--- src/rtl/mcc_pkg.sv ---
// ----------------------------------------------------------------------------
// Morse codec package
// Shared constants, the letter and digit code table, and the job type that
// travels from the front end to the serializer.
// ----------------------------------------------------------------------------
`default_nettype none

package mcc_pkg;

    localparam int MAX_SYMBOLS_DEF = 5;
    localparam int QUEUE_DEPTH_DEF = 4;

    localparam int CODE_COUNT  = 36;
    localparam int CODE_LEN_W  = 3;
    localparam int CODE_BITS_W = 5;
    localparam int CODE_IDX_W  = 6;

    localparam logic [CODE_IDX_W-1:0] LETTER_COUNT = CODE_IDX_W'(26);

    localparam logic [7:0] CH_DOT     = 8'h2E;
    localparam logic [7:0] CH_DASH    = 8'h2D;
    localparam logic [7:0] CH_SPACE   = 8'h20;
    localparam logic [7:0] CH_UPPER_A = 8'h41;
    localparam logic [7:0] CH_UPPER_Z = 8'h5A;
    localparam logic [7:0] CH_LOWER_A = 8'h61;
    localparam logic [7:0] CH_LOWER_Z = 8'h7A;
    localparam logic [7:0] CH_DIGIT_0 = 8'h30;
    localparam logic [7:0] CH_DIGIT_9 = 8'h39;
    localparam logic [7:0] CASE_BIT   = 8'h20;

    // Symbol k of a code is bit k of bits: 1 is a dash, 0 is a dot.
    typedef struct packed {
        logic [CODE_LEN_W-1:0]  len;
        logic [CODE_BITS_W-1:0] bits;
    } t_code;

    // A job emits sym_count dots and dashes, then the tail character,
    // which closes the run.
    typedef struct packed {
        logic [CODE_LEN_W-1:0]  sym_count;
        logic [CODE_BITS_W-1:0] sym_bits;
        logic [7:0]             tail;
    } t_job;

    function automatic t_code code_of(input logic [CODE_IDX_W-1:0] idx);
        t_code c;
        unique case (idx)
            6'd0:    c = '{len: 3'd2, bits: 5'b00010}; // a
            6'd1:    c = '{len: 3'd4, bits: 5'b00001}; // b
            6'd2:    c = '{len: 3'd4, bits: 5'b00101}; // c
            6'd3:    c = '{len: 3'd3, bits: 5'b00001}; // d
            6'd4:    c = '{len: 3'd1, bits: 5'b00000}; // e
            6'd5:    c = '{len: 3'd4, bits: 5'b00100}; // f
            6'd6:    c = '{len: 3'd3, bits: 5'b00011}; // g
            6'd7:    c = '{len: 3'd4, bits: 5'b00000}; // h
            6'd8:    c = '{len: 3'd2, bits: 5'b00000}; // i
            6'd9:    c = '{len: 3'd4, bits: 5'b01110}; // j
            6'd10:   c = '{len: 3'd3, bits: 5'b00101}; // k
            6'd11:   c = '{len: 3'd4, bits: 5'b00010}; // l
            6'd12:   c = '{len: 3'd2, bits: 5'b00011}; // m
            6'd13:   c = '{len: 3'd2, bits: 5'b00001}; // n
            6'd14:   c = '{len: 3'd3, bits: 5'b00111}; // o
            6'd15:   c = '{len: 3'd4, bits: 5'b00110}; // p
            6'd16:   c = '{len: 3'd4, bits: 5'b01011}; // q
            6'd17:   c = '{len: 3'd3, bits: 5'b00010}; // r
            6'd18:   c = '{len: 3'd3, bits: 5'b00000}; // s
            6'd19:   c = '{len: 3'd1, bits: 5'b00001}; // t
            6'd20:   c = '{len: 3'd3, bits: 5'b00100}; // u
            6'd21:   c = '{len: 3'd4, bits: 5'b01000}; // v
            6'd22:   c = '{len: 3'd3, bits: 5'b00110}; // w
            6'd23:   c = '{len: 3'd4, bits: 5'b01001}; // x
            6'd24:   c = '{len: 3'd4, bits: 5'b01101}; // y
            6'd25:   c = '{len: 3'd4, bits: 5'b00011}; // z
            6'd26:   c = '{len: 3'd5, bits: 5'b11111}; // 0
            6'd27:   c = '{len: 3'd5, bits: 5'b11110}; // 1
            6'd28:   c = '{len: 3'd5, bits: 5'b11100}; // 2
            6'd29:   c = '{len: 3'd5, bits: 5'b11000}; // 3
            6'd30:   c = '{len: 3'd5, bits: 5'b10000}; // 4
            6'd31:   c = '{len: 3'd5, bits: 5'b00000}; // 5
            6'd32:   c = '{len: 3'd5, bits: 5'b00001}; // 6
            6'd33:   c = '{len: 3'd5, bits: 5'b00011}; // 7
            6'd34:   c = '{len: 3'd5, bits: 5'b00111}; // 8
            6'd35:   c = '{len: 3'd5, bits: 5'b01111}; // 9
            default: c = '{len: 3'd0, bits: 5'b00000};
        endcase
        return c;
    endfunction

    function automatic logic [7:0] glyph_of(input logic [CODE_IDX_W-1:0] idx);
        logic [7:0] g;
        if (idx < LETTER_COUNT) begin
            g = CH_LOWER_A + {2'b00, idx};
        end else begin
            g = CH_DIGIT_0 + {2'b00, idx - LETTER_COUNT};
        end
        return g;
    endfunction

endpackage

`default_nettype wire

--- src/rtl/morse_code_codec_core.sv ---
// ----------------------------------------------------------------------------
// Morse codec core
// Encodes ASCII letters and digits to international Morse, or decodes
// dot/dash groups back to lowercase letters and digits.
// ----------------------------------------------------------------------------
//
//  Channel   Handshake            Payload
//  --------  -------------------  --------------------------------------
//  input     push / full          i_char_in[7:0], i_end_of_message
//  result    pop / empty          o_char_out[7:0], o_last_of_run
//  config    i_cfg_we             i_cfg_wdata (decode_mode)
//
//  A byte enters whenever full is low. In decode mode each byte makes at
//  most one result transfer. In encode mode a letter or digit makes two to six
//  result transfers, so even with the result side always popping, the single
//  result port, not the input, limits how fast encoded bytes are taken.
//  Reset (synchronous, active low) clears the mode, the decode group and
//  both queues. Either side may stall independently; the job queue absorbs
//  up to QUEUE_DEPTH pending jobs before full rises.
// ----------------------------------------------------------------------------
`default_nettype none

module morse_code_codec_core #(
    parameter int MAX_SYMBOLS = mcc_pkg::MAX_SYMBOLS_DEF,
    parameter int QUEUE_DEPTH = mcc_pkg::QUEUE_DEPTH_DEF
) (
    input  wire logic       i_clk,
    input  wire logic       i_rst_n,
    // Configuration write.
    input  wire logic       i_cfg_we,
    input  wire logic       i_cfg_wdata,
    // Input byte channel.
    input  wire logic       push,
    output logic            full,
    input  wire logic [7:0] i_char_in,
    input  wire logic       i_end_of_message,
    // Result channel.
    output logic            empty,
    input  wire logic       pop,
    output logic [7:0]      o_char_out,
    output logic            o_last_of_run
);

    // Front end to queue: one job per byte that produces any output. A job
    // is a run of dots and dashes followed by one closing character.
    logic          job_push;
    mcc_pkg::t_job job_in;
    logic          queue_full;

    // Queue head to the serializer.
    logic          head_valid;
    mcc_pkg::t_job head_job;
    logic          head_pop;

    // The front end owns the mode register and the decode group, and it
    // classifies each byte as soon as it is accepted. Bytes that produce
    // nothing never reach the queue.
    mcc_front #(
        .MAX_SYMBOLS (MAX_SYMBOLS)
    ) u_front (
        .i_clk            (i_clk),
        .i_rst_n          (i_rst_n),
        .i_cfg_we         (i_cfg_we),
        .i_cfg_wdata      (i_cfg_wdata),
        .i_push           (push),
        .i_char_in        (i_char_in),
        .i_end_of_message (i_end_of_message),
        .i_queue_full     (queue_full),
        .o_full           (full),
        .o_job_push       (job_push),
        .o_job            (job_in)
    );

    // The queue decouples the byte side from the character side, so a
    // stalled result port does not stop bytes until the queue fills.
    mcc_fifo #(
        .DEPTH (QUEUE_DEPTH)
    ) u_fifo (
        .i_clk   (i_clk),
        .i_rst_n (i_rst_n),
        .i_push  (job_push),
        .i_data  (job_in),
        .o_full  (queue_full),
        .o_valid (head_valid),
        .o_data  (head_job),
        .i_pop   (head_pop)
    );

    // The serializer emits one character per cycle into the result register
    // while it is empty or popped, and retires a job in the same cycle it emits
    // the closing character, so consecutive jobs follow each other without a gap.
    mcc_back u_back (
        .i_clk         (i_clk),
        .i_rst_n       (i_rst_n),
        .i_job_valid   (head_valid),
        .i_job         (head_job),
        .o_job_pop     (head_pop),
        .o_empty       (empty),
        .i_pop         (pop),
        .o_char_out    (o_char_out),
        .o_last_of_run (o_last_of_run)
    );

endmodule

`default_nettype wire

--- src/rtl/mcc_front.sv ---
// ----------------------------------------------------------------------------
// Morse codec front end
// Accepts input bytes, holds the mode and the decode group, and turns each
// byte into at most one job for the serializer.
// ----------------------------------------------------------------------------
`default_nettype none

module mcc_front #(
    parameter int MAX_SYMBOLS = mcc_pkg::MAX_SYMBOLS_DEF
) (
    input  wire logic          i_clk,
    input  wire logic          i_rst_n,
    input  wire logic          i_cfg_we,
    input  wire logic          i_cfg_wdata,
    input  wire logic          i_push,
    input  wire logic [7:0]    i_char_in,
    input  wire logic          i_end_of_message,
    input  wire logic          i_queue_full,
    output logic               o_full,
    output logic               o_job_push,
    output mcc_pkg::t_job      o_job
);

    localparam int CNT_W = $clog2(MAX_SYMBOLS + 1);
    localparam logic [MAX_SYMBOLS-1:0] SYM_ONE = MAX_SYMBOLS'(1);

    logic                   r_decode_mode;
    logic [MAX_SYMBOLS-1:0] r_sym_bits;
    logic [CNT_W-1:0]       r_sym_count;
    logic                   r_group_invalid;

    logic [MAX_SYMBOLS-1:0] n_sym_bits;
    logic [CNT_W-1:0]       n_sym_count;
    logic                   n_group_invalid;

    logic                              accept;
    logic                              is_upper, is_lower, is_digit, enc_valid;
    logic [7:0]                        lower_c;
    logic [mcc_pkg::CODE_IDX_W-1:0]    enc_idx;
    mcc_pkg::t_code                    enc_code;
    logic                              is_sym, is_sp, group_empty, ending;
    logic [MAX_SYMBOLS-1:0]            bits1;
    logic [CNT_W-1:0]                  cnt1;
    logic                              inv1;
    logic                              hit_any, matched, dec_emit;
    logic [7:0]                        glyph;
    mcc_pkg::t_code                    entry;

    assign accept = i_push && !i_queue_full;
    assign o_full = i_queue_full;

    // Encode side: case-folded letter or digit to table index.
    always_comb begin
        is_upper  = (i_char_in >= mcc_pkg::CH_UPPER_A) && (i_char_in <= mcc_pkg::CH_UPPER_Z);
        is_lower  = (i_char_in >= mcc_pkg::CH_LOWER_A) && (i_char_in <= mcc_pkg::CH_LOWER_Z);
        is_digit  = (i_char_in >= mcc_pkg::CH_DIGIT_0) && (i_char_in <= mcc_pkg::CH_DIGIT_9);
        enc_valid = is_upper || is_lower || is_digit;
        lower_c   = i_char_in | mcc_pkg::CASE_BIT;
        if (is_digit) begin
            enc_idx = mcc_pkg::CODE_IDX_W'(i_char_in - mcc_pkg::CH_DIGIT_0)
                      + mcc_pkg::LETTER_COUNT;
        end else begin
            enc_idx = mcc_pkg::CODE_IDX_W'(lower_c - mcc_pkg::CH_LOWER_A);
        end
        enc_code = mcc_pkg::code_of(enc_idx);
    end

    // Decode side: the group after this byte, then whether it ends here.
    always_comb begin
        is_sym = (i_char_in == mcc_pkg::CH_DOT) || (i_char_in == mcc_pkg::CH_DASH);
        is_sp  = (i_char_in == mcc_pkg::CH_SPACE);
        bits1  = r_sym_bits;
        cnt1   = r_sym_count;
        inv1   = r_group_invalid;
        if (is_sym) begin
            if (r_sym_count < CNT_W'(MAX_SYMBOLS)) begin
                if (i_char_in == mcc_pkg::CH_DASH) begin
                    bits1 = r_sym_bits | (SYM_ONE << r_sym_count);
                end
                cnt1 = r_sym_count + CNT_W'(1);
            end else begin
                inv1 = 1'b1;
            end
        end else if (!is_sp) begin
            inv1 = 1'b1;
        end
        group_empty = (r_sym_count == '0) && !r_group_invalid;
        if (is_sp) begin
            ending = !group_empty;
        end else begin
            ending = i_end_of_message && ((cnt1 != '0) || inv1);
        end
    end

    // Codes are unique, so at most one entry hits and the glyphs can be ORed.
    always_comb begin
        entry   = '0;
        hit_any = 1'b0;
        glyph   = '0;
        for (int i = 0; i < mcc_pkg::CODE_COUNT; i++) begin
            entry = mcc_pkg::code_of(mcc_pkg::CODE_IDX_W'(i));
            if ((cnt1 == CNT_W'(entry.len)) &&
                (bits1[mcc_pkg::CODE_BITS_W-1:0] == entry.bits)) begin
                hit_any = 1'b1;
                glyph   = glyph | mcc_pkg::glyph_of(mcc_pkg::CODE_IDX_W'(i));
            end
        end
        matched  = hit_any && !inv1;
        dec_emit = (is_sp && group_empty) || (ending && matched);
    end

    always_comb begin
        if (r_decode_mode) begin
            o_job.sym_count = '0;
            o_job.sym_bits  = '0;
            o_job.tail      = (is_sp && group_empty) ? mcc_pkg::CH_SPACE : glyph;
            o_job_push      = accept && dec_emit;
        end else begin
            o_job.sym_count = enc_code.len;
            o_job.sym_bits  = enc_code.bits;
            o_job.tail      = mcc_pkg::CH_SPACE;
            o_job_push      = accept && enc_valid;
        end
    end

    always_comb begin
        n_sym_bits      = r_sym_bits;
        n_sym_count     = r_sym_count;
        n_group_invalid = r_group_invalid;
        if (accept && r_decode_mode) begin
            if (ending) begin
                n_sym_bits      = '0;
                n_sym_count     = '0;
                n_group_invalid = 1'b0;
            end else begin
                n_sym_bits      = bits1;
                n_sym_count     = cnt1;
                n_group_invalid = inv1;
            end
        end
    end

    always_ff @(posedge i_clk) begin
        if (!i_rst_n) begin
            r_decode_mode   <= 1'b0;
            r_sym_bits      <= '0;
            r_sym_count     <= '0;
            r_group_invalid <= 1'b0;
        end else begin
            if (i_cfg_we) begin
                r_decode_mode <= i_cfg_wdata;
            end
            r_sym_bits      <= n_sym_bits;
            r_sym_count     <= n_sym_count;
            r_group_invalid <= n_group_invalid;
        end
    end

endmodule

`default_nettype wire

--- src/rtl/mcc_fifo.sv ---
// ----------------------------------------------------------------------------
// Morse codec job queue
// A small first-in first-out queue of jobs between the front end and the
// serializer; the head is visible without a read cycle.
// ----------------------------------------------------------------------------
`default_nettype none

module mcc_fifo #(
    parameter int DEPTH = mcc_pkg::QUEUE_DEPTH_DEF
) (
    input  wire logic          i_clk,
    input  wire logic          i_rst_n,
    input  wire logic          i_push,
    input  wire mcc_pkg::t_job i_data,
    output logic               o_full,
    output logic               o_valid,
    output mcc_pkg::t_job      o_data,
    input  wire logic          i_pop
);

    localparam int PTR_W = (DEPTH > 1) ? $clog2(DEPTH) : 1;
    localparam int CNT_W = $clog2(DEPTH + 1);

    mcc_pkg::t_job    r_mem [DEPTH];
    logic [PTR_W-1:0] r_wr_ptr, r_rd_ptr;
    logic [CNT_W-1:0] r_count;

    logic [PTR_W-1:0] n_wr_ptr, n_rd_ptr;
    logic [CNT_W-1:0] n_count;

    assign o_full  = (r_count == CNT_W'(DEPTH));
    assign o_valid = (r_count != '0);
    assign o_data  = r_mem[r_rd_ptr];

    always_comb begin
        n_wr_ptr = r_wr_ptr;
        n_rd_ptr = r_rd_ptr;
        n_count  = r_count;
        if (i_push) begin
            n_wr_ptr = (r_wr_ptr == PTR_W'(DEPTH - 1)) ? '0 : r_wr_ptr + PTR_W'(1);
        end
        if (i_pop) begin
            n_rd_ptr = (r_rd_ptr == PTR_W'(DEPTH - 1)) ? '0 : r_rd_ptr + PTR_W'(1);
        end
        case ({i_push, i_pop})
            2'b10:   n_count = r_count + CNT_W'(1);
            2'b01:   n_count = r_count - CNT_W'(1);
            default: n_count = r_count;
        endcase
    end

    always_ff @(posedge i_clk) begin
        if (i_push) begin
            r_mem[r_wr_ptr] <= i_data;
        end
    end

    always_ff @(posedge i_clk) begin
        if (!i_rst_n) begin
            r_wr_ptr <= '0;
            r_rd_ptr <= '0;
            r_count  <= '0;
        end else begin
            r_wr_ptr <= n_wr_ptr;
            r_rd_ptr <= n_rd_ptr;
            r_count  <= n_count;
        end
    end

endmodule

`default_nettype wire

--- src/rtl/mcc_back.sv ---
// ----------------------------------------------------------------------------
// Morse codec serializer
// Walks the job at the head of the queue one character per cycle into the
// result register when free, and retires the job with its closing character.
// ----------------------------------------------------------------------------
`default_nettype none

module mcc_back (
    input  wire logic          i_clk,
    input  wire logic          i_rst_n,
    input  wire logic          i_job_valid,
    input  wire mcc_pkg::t_job i_job,
    output logic               o_job_pop,
    output logic               o_empty,
    input  wire logic          i_pop,
    output logic [7:0]         o_char_out,
    output logic               o_last_of_run
);

    logic [mcc_pkg::CODE_LEN_W-1:0] r_pos;
    logic                           r_valid;
    logic [7:0]                     r_char;
    logic                           r_last;

    logic [mcc_pkg::CODE_LEN_W-1:0] n_pos;
    logic                           n_valid;

    logic       out_free, emit, at_tail;
    logic [7:0] sym_char;

    always_comb begin
        out_free  = !r_valid || i_pop;
        emit      = out_free && i_job_valid;
        at_tail   = (r_pos == i_job.sym_count);
        sym_char  = i_job.sym_bits[r_pos] ? mcc_pkg::CH_DASH : mcc_pkg::CH_DOT;
        o_job_pop = emit && at_tail;
        n_pos     = r_pos;
        if (emit) begin
            n_pos = at_tail ? '0 : r_pos + mcc_pkg::CODE_LEN_W'(1);
        end
        if (emit) begin
            n_valid = 1'b1;
        end else if (i_pop) begin
            n_valid = 1'b0;
        end else begin
            n_valid = r_valid;
        end
    end

    always_ff @(posedge i_clk) begin
        if (emit) begin
            r_char <= at_tail ? i_job.tail : sym_char;
            r_last <= at_tail;
        end
    end

    always_ff @(posedge i_clk) begin
        if (!i_rst_n) begin
            r_pos   <= '0;
            r_valid <= 1'b0;
        end else begin
            r_pos   <= n_pos;
            r_valid <= n_valid;
        end
    end

    assign o_empty       = !r_valid;
    assign o_char_out    = r_char;
    assign o_last_of_run = r_last;

endmodule

`default_nettype wire

--- config.mk ---
export PLATFORM = sky130hd
export DESIGN_NAME = morse_code_codec_core
export DESIGN_NICKNAME = d
export VERILOG_FILES = /design/src/rtl/mcc_pkg.sv /design/src/rtl/morse_code_codec_core.sv /design/src/rtl/mcc_front.sv /design/src/rtl/mcc_fifo.sv /design/src/rtl/mcc_back.sv
export SDC_FILE = /design/constraint.sdc
export NUM_CORES = 1
export LEC_CHECK = 0
export ABC_AREA = 1
export BUFFER_PORTS_ARGS = -buffer_cell sky130_fd_sc_hd__buf_2
export CORE_ASPECT_RATIO = 0.6
export CORE_MARGIN = 2
export CORE_UTILIZATION = 67
export DETAILED_ROUTE_END_ITERATION = 6
export PLACE_DENSITY_LB_ADDON = 0.2
export SYNTH_ARGS = -nofsm -noshare
export SYNTH_HDL_FRONTEND = slang
export SYNTH_SLANG_ARGS = --single-unit
--- constraint.sdc ---
create_clock -name i_clk -period 4.9 [get_ports i_clk]
set_input_delay 0.245 -clock i_clk [delete_from_list [all_inputs] [get_ports i_clk]]
set_output_delay 0.245 -clock i_clk [all_outputs]
set_load 0.01 [all_outputs]
* Word-level counts from Yosys, hierarchy flattened *
Memory sizes are Yosys's and may differ from the RTL's. A register that Yosys moved wholly into a read port is not among the register bits.
Index checks and enable logic that the tools add are counted.

word-level totals
  register bits after elaboration = 30
  bits in latches = 0
  RAM bits = 64
  bits in read-only memories = 512
  input port bits = 15
  output and inout port bits = 11
  logic and storage cells = 303
  memories = 2

operators by class
  add/subtract/negate cells = 9
  $mul = 0
  divide/modulo/power cells = 0
  $lt $le $gt $ge = 8
  equal/unequal tests = 32
  shifts and indexed selects = 1
  mux-type cells = 137
  bitwise gates (word level) = 36
  reduce and logical (&&, ||, !) cells = 67

memories
  name              depth  width  rd ports  clocked after Yosys merged registers in  write ports  line            source
  (name not given)  64     8      1         0                                        0            mcc_pkg.sv:47   unique case (idx)
  u_fifo.r_mem      4      16     1         1                                        1            mcc_fifo.sv:24  mcc_pkg::t_job r_mem [DEPTH];

operator list
  cell                 number
  $mux 8               72
  $or 8x8->8           34
  $logic_and 1x1->1    50
  $mux 1               47
  $eq 5x4->1 const B   6
  $eq 5x5->1 const B   5
  $eq 8x6->1 const B   3
  $eq 5x3->1 const B   4
  $mux 5               4
  $ge 8x7->1 const B   2
  $le 8x7->1 const B   2
  $mux 16              1
  $mux 3               4
  $sub 6x6->6 const B  2
  $eq 5x2->1 const B   2
  $mux 2               5
  $add 3x1->3 const B  3
  $eq 3x3->1 const B   3
  $ge 8x6->1 const B   1
  $le 8x6->1 const B   1
  $or 7x8->8           1
  $mux 7               1
  $add 6x5->6 const B  1
  $eq 2x2->1 const B   3
  other kinds (20)     33

* Depth between registers and ports, before layout *
Gate-level depths: netlist of the first run.

  word-level depth = 80
  depth in mapped cells = 25
  depth with buffers taken out = 25

* Hierarchy *
Synthesis of the first run repeated with hierarchy kept, for this count alone.

unflattened totals
  cell total of the unflattened synthesis = 751
  area total of the unflattened synthesis = 6002.0 um2

by module, submodules not included
  module     times used  cells an instance  area each (um2)  seq. area each (um2)
  mcc_fifo   1           215                2820.2           2102.0
  mcc_front  1           460                2532.4           200.2
  mcc_back   1           76                 649.4            350.3

* Least setup slack after synthesis of the first run *
OpenSTA, ideal clock, no wires.

  path kind = register to register
  start point = reg u_front.r_sym_count[0]
  end point = reg u_fifo.r_count[2]
  library setup time = 0.122 ns
  data arrival time = 3.011 ns
  data required time = 4.778 ns
  path slack = 1.767 ns
  cell stages (with the launch flop) = 23
  buffers on the path = 0
  period minus slack after synthesis = 3.133 ns
  cell sequence = dfxtp_1 inv_1 ha_1 o21ai_0 nand2_1 nand2_2 inv_2 nand2_4 inv_2 nand2_2 nand2_1 nor2_2 nand2_1 nor2_4 nand3_4 nand2_2 ha_1 inv_1 fa_1 a21oi_1 o21ai_0 o21ai_0 a21oi_1

on the way
  cells in the longest elaborated chain, start to end = 50
  elaborated cells on any way between the ends = 125
  those cells by class = add/sub: 1; order compare: 1; eq/ne: 25; shift: 1; mux: 46; bitwise: 1; reduce/logical: 50

RTL lines
  element                                                 line              source
  from (decl)                                             mcc_front.sv:29   logic [CNT_W-1:0] r_sym_count;
  from (signal assigned)                                  mcc_front.sv:154  r_sym_count <= n_sym_count;
  branches (longest 45 deep; another with $add 3x1->3)    --
  $logic_or 1x1->1 (*)                                    mcc_front.sv:109  dec_emit = (is_sp && group_empty) || (ending && matched);
  $logic_and 1x1->1 (*)                                   mcc_front.sv:117  o_job_push = accept && dec_emit;
  $mux 1 (*)                                              mcc_front.sv:113  if (r_decode_mode) begin
  $eq 2x1->1 / $eq 2x2->1 (equally long branches)         mcc_fifo.sv:45    case ({i_push, i_pop})
  $pmux 3 s2 / $reduce_bool 2->1 (equally long branches)  --
  to (signal assigned)                                    mcc_fifo.sv:66    r_count <= n_count;
  to (decl)                                               mcc_fifo.sv:26    logic [CNT_W-1:0] r_count;

Mark *: on every way between the ends.
A chain may end at the register's enable or synchronous reset.

==> results of run 1 <==
Yosys cell counts (8+ instances only):
cell type,instances,share of area (%)
sky130_fd_sc_hd__nor2_1,110,7.4
sky130_fd_sc_hd__nand2_1,103,7.0
sky130_fd_sc_hd__inv_1,69,4.7
sky130_fd_sc_hd__edfxtp_1,68,37
sky130_fd_sc_hd__o21ai_0,54,4.9
sky130_fd_sc_hd__nand3_1,42,3.8
sky130_fd_sc_hd__a21oi_1,40,3.6
sky130_fd_sc_hd__ha_1,27,6.1
sky130_fd_sc_hd__dfxtp_1,23,8.3
sky130_fd_sc_hd__nand2_2,13,1.5
sky130_fd_sc_hd__inv_2,9,0.61
sky130_fd_sc_hd__nor3_1,8,0.72
state kept, by name, indices dropped and copies added (netlist names), 2 cells and up, named ones only:
name                 flops
u_front.r_sym_count      3
u_fifo.r_count           3
u_fifo.r_wr_ptr          2
u_fifo.r_rd_ptr          2
u_fifo.r_mem            60
u_front.r_sym_bits       5
u_back.r_pos             3
u_back.o_char_out        7
power breakdown:
part / internal, mW / total [mW] / leakage [nW] / switching, mW
Clock: 0.451 / 0.754 / 0.158 / 0.304
Combinational: 0.0754 / 0.251 / 1.54 / 0.176
Sequential: 0.861 / 0.873 / 0.857 / 0.0114
cell type report:
class / instances / area [sq um] / area share, %
sequential: 91 / 2502 / 40.95
multi-input combinational: 486 / 2676 / 43.80
tap: 108 / 135.1 / 2.211
clock inverter: 7 / 98.84 / 1.618
clock buffer: 9 / 225.2 / 3.686
timing repair buffer: 31 / 172.7 / 2.826
inverter: 80 / 300.3 / 4.914
cell families after synthesis:
kind of cell	synth area share [%]
buf+inv	6.674
xor+xnor	1.398
flops	45.10
compound gates	14.27
simple gates	26.04
other cells	0.06758
fa+ha+maj	6.449
worst max-delay path by stage:
stage / to / slack [ps]
2_1_floorplan: u_fifo.r_count[2]$_SDFFE_PN0P_ / 1770
3_3_place_gp: u_fifo.r_count[2]$_SDFFE_PN0P_ / 1300
3_5_place_dp: u_fifo.r_count[2]$_SDFFE_PN0P_ / 1070
4_1_cts: u_fifo.r_count[2]$_SDFFE_PN0P_ / 940
5_1_grt: u_fifo.r_count[2]$_SDFFE_PN0P_ / 580
6_report: u_fifo.r_count[2]$_SDFFE_PN0P_ / 870
through the flow:
stage          power, mW  cell area [sq um]  setup WS, ps  instances  utilization (%)
2_1_floorplan      1.052               5549          1767        672                -
3_3_place_gp       1.115               5787          1297        796            72.83
3_5_place_dp       1.126               5787          1069        796            72.83
4_1_cts            1.866               6111         936.3        812            76.91
5_1_grt            1.927               6111         576.1        812            76.91
6_report           1.878               6111         874.6        812            76.91
metal layers:
layer | vias to the layer above | share of wire, % | global-route usage, %
met5 | - | 0 | 0
met4 | 0 | 2.4 | 12.26
met3 | 47 | 11 | 7.592
met2 | 360 | 45 | 53.93
met1 | 2279 | 42 | 45.35
li1 | 2332 | - | -
worst register-to-register path: stages (launching register included):
cell and delay [ps]:
sky130_fd_sc_hd__dfxtp_1 300, sky130_fd_sc_hd__buf_4 230, sky130_fd_sc_hd__inv_1 710, sky130_fd_sc_hd__o21ai_0 230
sky130_fd_sc_hd__o22ai_1 250, sky130_fd_sc_hd__xnor2_1 180, sky130_fd_sc_hd__nand3_1 330, sky130_fd_sc_hd__nor2_1 410
sky130_fd_sc_hd__ha_1 220, sky130_fd_sc_hd__inv_1 80, sky130_fd_sc_hd__fa_1 460, sky130_fd_sc_hd__a21oi_1 140
sky130_fd_sc_hd__o21ai_0 120, sky130_fd_sc_hd__o21ai_0 190, sky130_fd_sc_hd__a21oi_1 60
==> summary.md, run 1 <==
• **pin count of the biggest net entering global routing** 32
• **period utilization** 82.15%
• **Worst Setup Start Kind** flop
• **Tightest Hold Check Type** primary input to flop
• **global-route usage over all layers** 33.45%
• **Worst Hold Path EP** u_front.r_decode_mode$_SDFFE_PN0P_
• **most used cells in the layout excluding fill and tap cells** sky130_fd_sc_hd__nor2_1 (110), sky130_fd_sc_hd__nand2_1 (103), sky130_fd_sc_hd__inv_1 (69)
• **status** finished, final reports clean
• **Hold Violations, Final** 0
• **leading cell type in the layout, fill and taps excluded** sky130_fd_sc_hd__nor2_1
• **final-layout fill cell count** 544
• **data arrival time of the critical path** 4250 ps
• **worst-case hold slack** 151.3 ps
• **Layout Skew** 5.833 ps
• **P&R area growth vs syn** 10.12%
• **highest-delay cell along the critical path** sky130_fd_sc_hd__inv_1
• **Max transition margin** 38.72%
• **Remaining Overflow, GRT** 0
• **commonest register cell after synthesis** sky130_fd_sc_hd__edfxtp_1
• **end of the worst register-to-register path** u_fifo.r_count[2]$_SDFFE_PN0P_
• **number of buffer and inverter instances along the worst setup path** 3
• **detailed-placement wirelength estimate** 10.09 mm
• **setup repair after global routing missed its margin** no
• **CTS Hold Buffers Added** 0
• **count of yosys warnings during synthesis** 0
• **Pre-Repair DR Iteration Count** 7
• **worst hold path stage count** 3
• **ANT cells** 0
• **TritonCTS clock tree** yes
• **register bit count reported by yosys** 91
• **number of distinct library cells after synthesis** 49
• **count of buffers from port buffering** 24
• **share of the yosys chip area belonging to registers** 45.10%
• **delay contributed by the slowest stage of the critical path** 710 ps
• **total negative slack for setup checks** 0 ps
• **maximum vdd ir drop** 0.0002507 V
• **I/O pin cnt** 26
• **routed length per placed instance** 17.74 microns
• **Clock H-tree levels** 3
• **violation count after the first detailed-routing iteration** 684
• **Starting Density** 69.84%
• **detail-routed via count per cell** 6.180
• **maximum clock rate** 248.4 MHz
• **slew of the pin with the lowest slew margin** 918.2 ps
• **EDFF count, synth** 68
• **clock insertion delay at the later pin of the skew report** 340 ps
• **Die W** 121.5 microns
• **# setup viols final** 0
• **Final #Nets** 742
• **TritonCTS Sinks** 91
• **power density over cell area** 307.3 nW/um^2
• **CTS buffer count** 9
• **Post-Synthesis Cell Area** 5549 sq um
• **number of gates resized after CTS** 0
• **max-slew violation count** 0
• **CP Max Fanout** 31
• **setup fix buffers added after clock tree synthesis** 0
• **max-cap check violation count** 0
• **die height** 74.50 microns
• **post-CTS clock slew at the launch and capture registers of the worst setup and hold paths** 70 ps
• **Hold Path Origin** i_cfg_wdata
• **async set-reset flop share out of synthesis** 0%
• **Leakage Power** 2.552 nW
• **minimum period implied by the final worst setup slack** 4025 ps
• **cell type with the highest occurrence count on the critical path** sky130_fd_sc_hd__o21ai_0
• **synthesized instance count** 672
• **number of global-route vias before repair** 4,749
• **required arrival time at the worst endpoint** 5130 ps
• **last weighted congestion value of the routability-driven placer** 0.9477
• **critical path class** flop to flop
• **via count** 5,018
• **number of nets still failing antenna checks after routing** 0
• **Total Die Area** 9050 sq um
• **ordered cell list for the critical path** buf_4, inv_1, o21ai_0, o22ai_1, xnor2_1, nand3_1, nor2_1, ha_1, inv_1, fa_1, a21oi_1, o21ai_0, o21ai_0, a21oi_1
• **share of layout cells above drive strength 1** 13.49%
• **first-pass GRT wire length** 23.12 mm
• **Max Buffers Root-to-Sink** 2
• **nets in the synthesized netlist** 715
• **DRC viols** 0
• **Crit. End Element** flop
• **std cell rows** 25
• **register-to-register setup slack** 870 ps
• **routed wire length** 14.41 mm
• **Worst R2R Path Depth** 14
• **Floorplan Core Area** 7945 sq um
• **instance count on the critical path** 14
• **CP delay by family, top** buffers and inverters
• **antenna violations before repair** 0
• **CTS Root Buffer Type** sky130_fd_sc_hd__clkbuf_16
• **synthesized area per cell** 8.258 sq um
Note: power is estimated with default switching activity, not from simulation.
==> run 2: changes to the inputs <==
Settings changed: ABC_AREA 1 to 0, CORE_UTILIZATION 67 to 56.
Clock period 4.9 ns to 3.3 ns, I/O delays scaled along.
==> run 2 against run 1 <==
Effect of this change: the run now ends with negative setup slack left; flip-flop and latch count stayed put; die area grew 24%; global-route usage decreased by 5.9 points; cell count shrank 1.4%; critical endpoint unchanged; largest power group unchanged; highest routed layer unchanged.
==> summary.md, run 2 <==
• **# setup viols final** 2, +2
• **std cell rows** 28, +12%
• **flip-flop count of the largest register after layout** 60, unchanged
• **nets in the synthesized netlist** 590, -17%
• **TritonCTS Sinks** 91, unchanged
• **post-CTS clock slew at the launch and capture registers of the worst setup and hold paths** 70 ps, about the same
• **ordered cell list for the critical path** ha_4, ha_4, or4bb_1, or4_4, a31oi_2, o22a_1, or2_4, a21o_4, ha_4, inv_2, fa_2, xor2_1, or3_1, a21boi_1
• **DRC viols** 0, unchanged
• **count of buffers from port buffering** 24, unchanged
• **synthesized instance count** 547, -19%
• **detail-routed via count per cell** 6.226, +0.75%
• **async set-reset flop share out of synthesis** 0%, unchanged
• **Tightest Hold Check Type** primary input to flop
• **Pre-Repair DR Iteration Count** 5, -2
• **share of layout cells above drive strength 1** 32.73%, +19 points
• **Synth area leader** sky130_fd_sc_hd__edfxtp_1
• **most used cells in the layout excluding fill and tap cells** sky130_fd_sc_hd__buf_4 (103), sky130_fd_sc_hd__edfxtp_1 (68), sky130_fd_sc_hd__nand2_1 (47)
• **die height** 82.91 microns, +11%
• **max-cap check violation count** 0, unchanged
• **Remaining Overflow, GRT** 0, unchanged
• **I/O pin cnt** 26, unchanged
• **maximum clock rate** 297.4 MHz, +20%
• **sw power** 0.6702 mW, +37%
• **EDFF count, synth** 68, unchanged
• **first-pass GRT wire length** 24.14 mm, +4.4%
• **critical path class** flop to flop
• **setup repair after global routing missed its margin** yes
• **commonest cells in the synthesized netlist** sky130_fd_sc_hd__edfxtp_1 (68), sky130_fd_sc_hd__nand2_1 (48), sky130_fd_sc_hd__nor2_1 (41)
• **TritonCTS clock tree** yes
• **power density over cell area** 358.7 nW/um^2, +17%
• **routed wire length** 15.00 mm, +4.1%
• **Leakage Power** 2.749 nW, +7.7%
• **register bit count reported by yosys** 91, unchanged
• **Die W** 135.5 microns, +12%
• **final instance count without filler cells** 801, -1.4%
• **P&R area growth vs syn** 25.21%
• **Post-Synthesis Cell Area** 5812 sq um, +4.7%
• **delay contributed by the slowest stage of the critical path** 440 ps, -270 ps
• **detailed-placement wirelength estimate** 11.41 mm, +13%
• **highest-delay cell along the critical path** sky130_fd_sc_hd__or4_4
• **synthesized area per cell** 10.62 sq um, +29%
• **total negative slack for setup checks** -106.1 ps, -106.1 ps
• **number of instances in the placed design** 778, -2.3%
• **Max transition margin** 60.60%, +22 points
• **last weighted congestion value of the routability-driven placer** 0.9583, +1.1%
• **CTS Hold Buffers Added** 0, unchanged
• **violated checks** negative setup slack
• **status** complete, but fails checks
• **max-slew violation count** 0, unchanged
• **data arrival time of the critical path** 3630 ps, -620 ps
• **cell type with the highest occurrence count on the critical path** sky130_fd_sc_hd__ha_4
• **Max Buffers Root-to-Sink** 2, unchanged
• **net switching fraction of the power** 25.68%, -0.44 points
• **Final #Nets** 704, -5.1%
• **CTS buffer count** 9, unchanged
• **routed length per placed instance** 18.73 microns, +5.6%
• **violation count after the first detailed-routing iteration** 439, -36%
• **maximum vdd ir drop** 0.0002785 V, +11%
• **pin count of the biggest net entering global routing** 21, -34%
• **Worst R2R Path Depth** 14, unchanged
• **Worst Setup Start Kind** flop
• **endpoint of the worst setup timing path** u_fifo.r_count[2]$_SDFFE_PN0P_
• **core utilization of the finished layout** 72.88%, -4.0 points
• **count of yosys warnings during synthesis** 0, unchanged
• **proportion of power drawn by the clock network** 37.5%, -2.7 points
• **antenna violations before repair** 0, unchanged
• **minimum setup slack in the final design** -62.10 ps, -936.7 ps
• **register with the most flip-flops** u_fifo.r_mem
• **Starting Density** 58.21%, -12 points
• **minimum period implied by the final worst setup slack** 3362 ps, -663.3 ps
• **slew of the pin with the lowest slew margin** 588.4 ps, -329.8 ps
• **ANT cells** 0, unchanged
• **number of nets still failing antenna checks after routing** 0, unchanged
• **global-route usage over all layers** 27.50%, -5.9 points
• **register-to-register setup slack** -60 ps, -940 ps
• **required arrival time at the worst endpoint** 3570 ps, -1560 ps
• **library cell with the highest instance count after synthesis** sky130_fd_sc_hd__edfxtp_1
• **total internal power** 1.940 mW, +40%
• **CP Max Fanout** 4, -87%
• **Crit. End Element** flop
• **Flop pwr share** 48.9%, +2.4 points
• **power after layout** 2.610 mW, +39%
• **commonest register cell after synthesis** sky130_fd_sc_hd__edfxtp_1
• **via count** 4,987, -0.62%
• **clock insertion delay at the later pin of the skew report** 340 ps, about the same
• **number of distinct library cells after synthesis** 81, +65%
• **first element of the critical path** u_front.r_sym_count[0]$_SDFFE_PN0P_
• **share of the yosys chip area belonging to registers** 43.06%, -2.0 points
• **Clock H-tree levels** 3, unchanged
• **Layout Skew** 8.637 ps, +2.803 ps
• **worst slack, placed** -215.7 ps, -1284 ps
• **number of global-route vias before repair** 4,714, -0.74%
• **final-layout fill cell count** 698, +28%
• **CTS Root Buffer Type** sky130_fd_sc_hd__clkbuf_16
• **logic gate share of total power** 13.6%, +0.2 points
• **Floorplan Core Area** 9985 sq um, +26%
• **fraction of post-synthesis cell area in the top cell type by area** 35.13%, -1.7 points
• **Hold Violations, Final** 0, unchanged
• **Total Die Area** 11,240 sq um, +24%
• **end of the worst register-to-register path** u_fifo.r_count[2]$_SDFFE_PN0P_
• **cell types with the largest area share after synthesis** sky130_fd_sc_hd__edfxtp_1 (35%), sky130_fd_sc_hd__dfxtp_1 (7.9%), sky130_fd_sc_hd__mux4_2 (6.2%)
• **period utilization** 101.9%, +20 points
• **leading cell type in the layout, fill and taps excluded** sky130_fd_sc_hd__buf_4
• **Crit Reg-Reg Startpoint** u_front.r_sym_count[0]$_SDFFE_PN0P_
==> run 2: cell count changes in the layout (fill, tap and decap cells not counted), sizes merged, moves of 30 or more <==
cell	before	now
nand3	45	15
nand2	121	48
buf	31	132
o21ai	59	21
nor2	122	41
inv	80	32
==> run 2: critical path, delay by kind of cell, from the launching register on <==
family                     cells  cell delay (ps)
and+or+nand+nor                4             1310
xor gates and xnor gates       1              150
DFF                            1              360
AOI/OAI and AO/OA              4              550
adders and majority gates      4              890
buffers and inverters          1               40
==> run 2: worst min path at each step <==
| stage | from | endpoint | slack, ps | cells past startpoint |
|---|---|---|---|---|
| 2_1_floorplan | i_cfg_wdata | u_front.r_decode_mode$_SDFFE_PN0P_ | 330 | 2 |
| 3_3_place_gp | i_cfg_wdata | u_front.r_decode_mode$_SDFFE_PN0P_ | 420 | 3 |
| 3_5_place_dp | i_cfg_wdata | u_front.r_decode_mode$_SDFFE_PN0P_ | 430 | 3 |
| 4_1_cts | i_cfg_wdata | u_front.r_decode_mode$_SDFFE_PN0P_ | 80 | 3 |
| 5_1_grt | i_cfg_wdata | u_front.r_decode_mode$_SDFFE_PN0P_ | 140 | 3 |
| 6_report | i_cfg_wdata | u_front.r_decode_mode$_SDFFE_PN0P_ | 90 | 3 |
==> run 2: logic make-up after synthesis <==
kind of cell / Yosys count / share of synthesized area [%]
other: 1 / 0.06452
buffers and inverters: 57 / 4.521
DFF: 91 / 43.06
and+or+nand+nor: 184 / 16.79
AOI/OAI and AO/OA: 146 / 19.27
muxes: 29 / 8.482
xor gates and xnor gates: 11 / 1.658
adders and majority gates: 28 / 6.157
==> run 2: routing by layer <==
layer | global-route usage, % | up-vias | share of wire [%]
met3 | 7.204 | 21 | 9.5
met4 | 6.913 | 0 | 1.2
met2 | 40.06 | 225 | 43
met1 | 40.75 | 2404 | 46
li1 | - | 2337 | -
met5 | 3.704 | - | 0
==> run 2: repair_timing <==
action	in CTS	in global routing
setup endpoints to repair	2	24
resized for setup	9	6
setup buffers	2	5
cloned	0	0
pin swaps	4	4
==> run 2: power groups by stage <==
stage | Combinational, mW | Sequential, mW | Clock [mW]
2_1_floorplan | 0.234 | 1.30 | 0
5_1_grt | 0.390 | 1.28 | 1.04
3_3_place_gp | 0.335 | 1.30 | 0
3_5_place_dp | 0.346 | 1.30 | 0
4_1_cts | 0.350 | 1.28 | 0.993
6_report | 0.355 | 1.28 | 0.979
==> run 2: area by class of cell <==
class	instances	area (sq um)	share of cell area, %
multi-input combinational	399	3216	44.19
sequential	91	2507	34.46
clock buffer	10	229.0	3.146
inverter	28	105.1	1.444
tap	135	168.9	2.321
clock inverter	6	57.56	0.7909
timing repair buffer	132	993.5	13.65
==> run 2: per-stage QoR <==
step / cell area [sq um] / hold slack, ps
floorplan: 5944 / 334.5
global placement: 6875 / 422.2
detailed placement: 6875 / 432.2
CTS: 7213 / 84.00
global route: 7277 / 138.2
finish: 7277 / 89.48
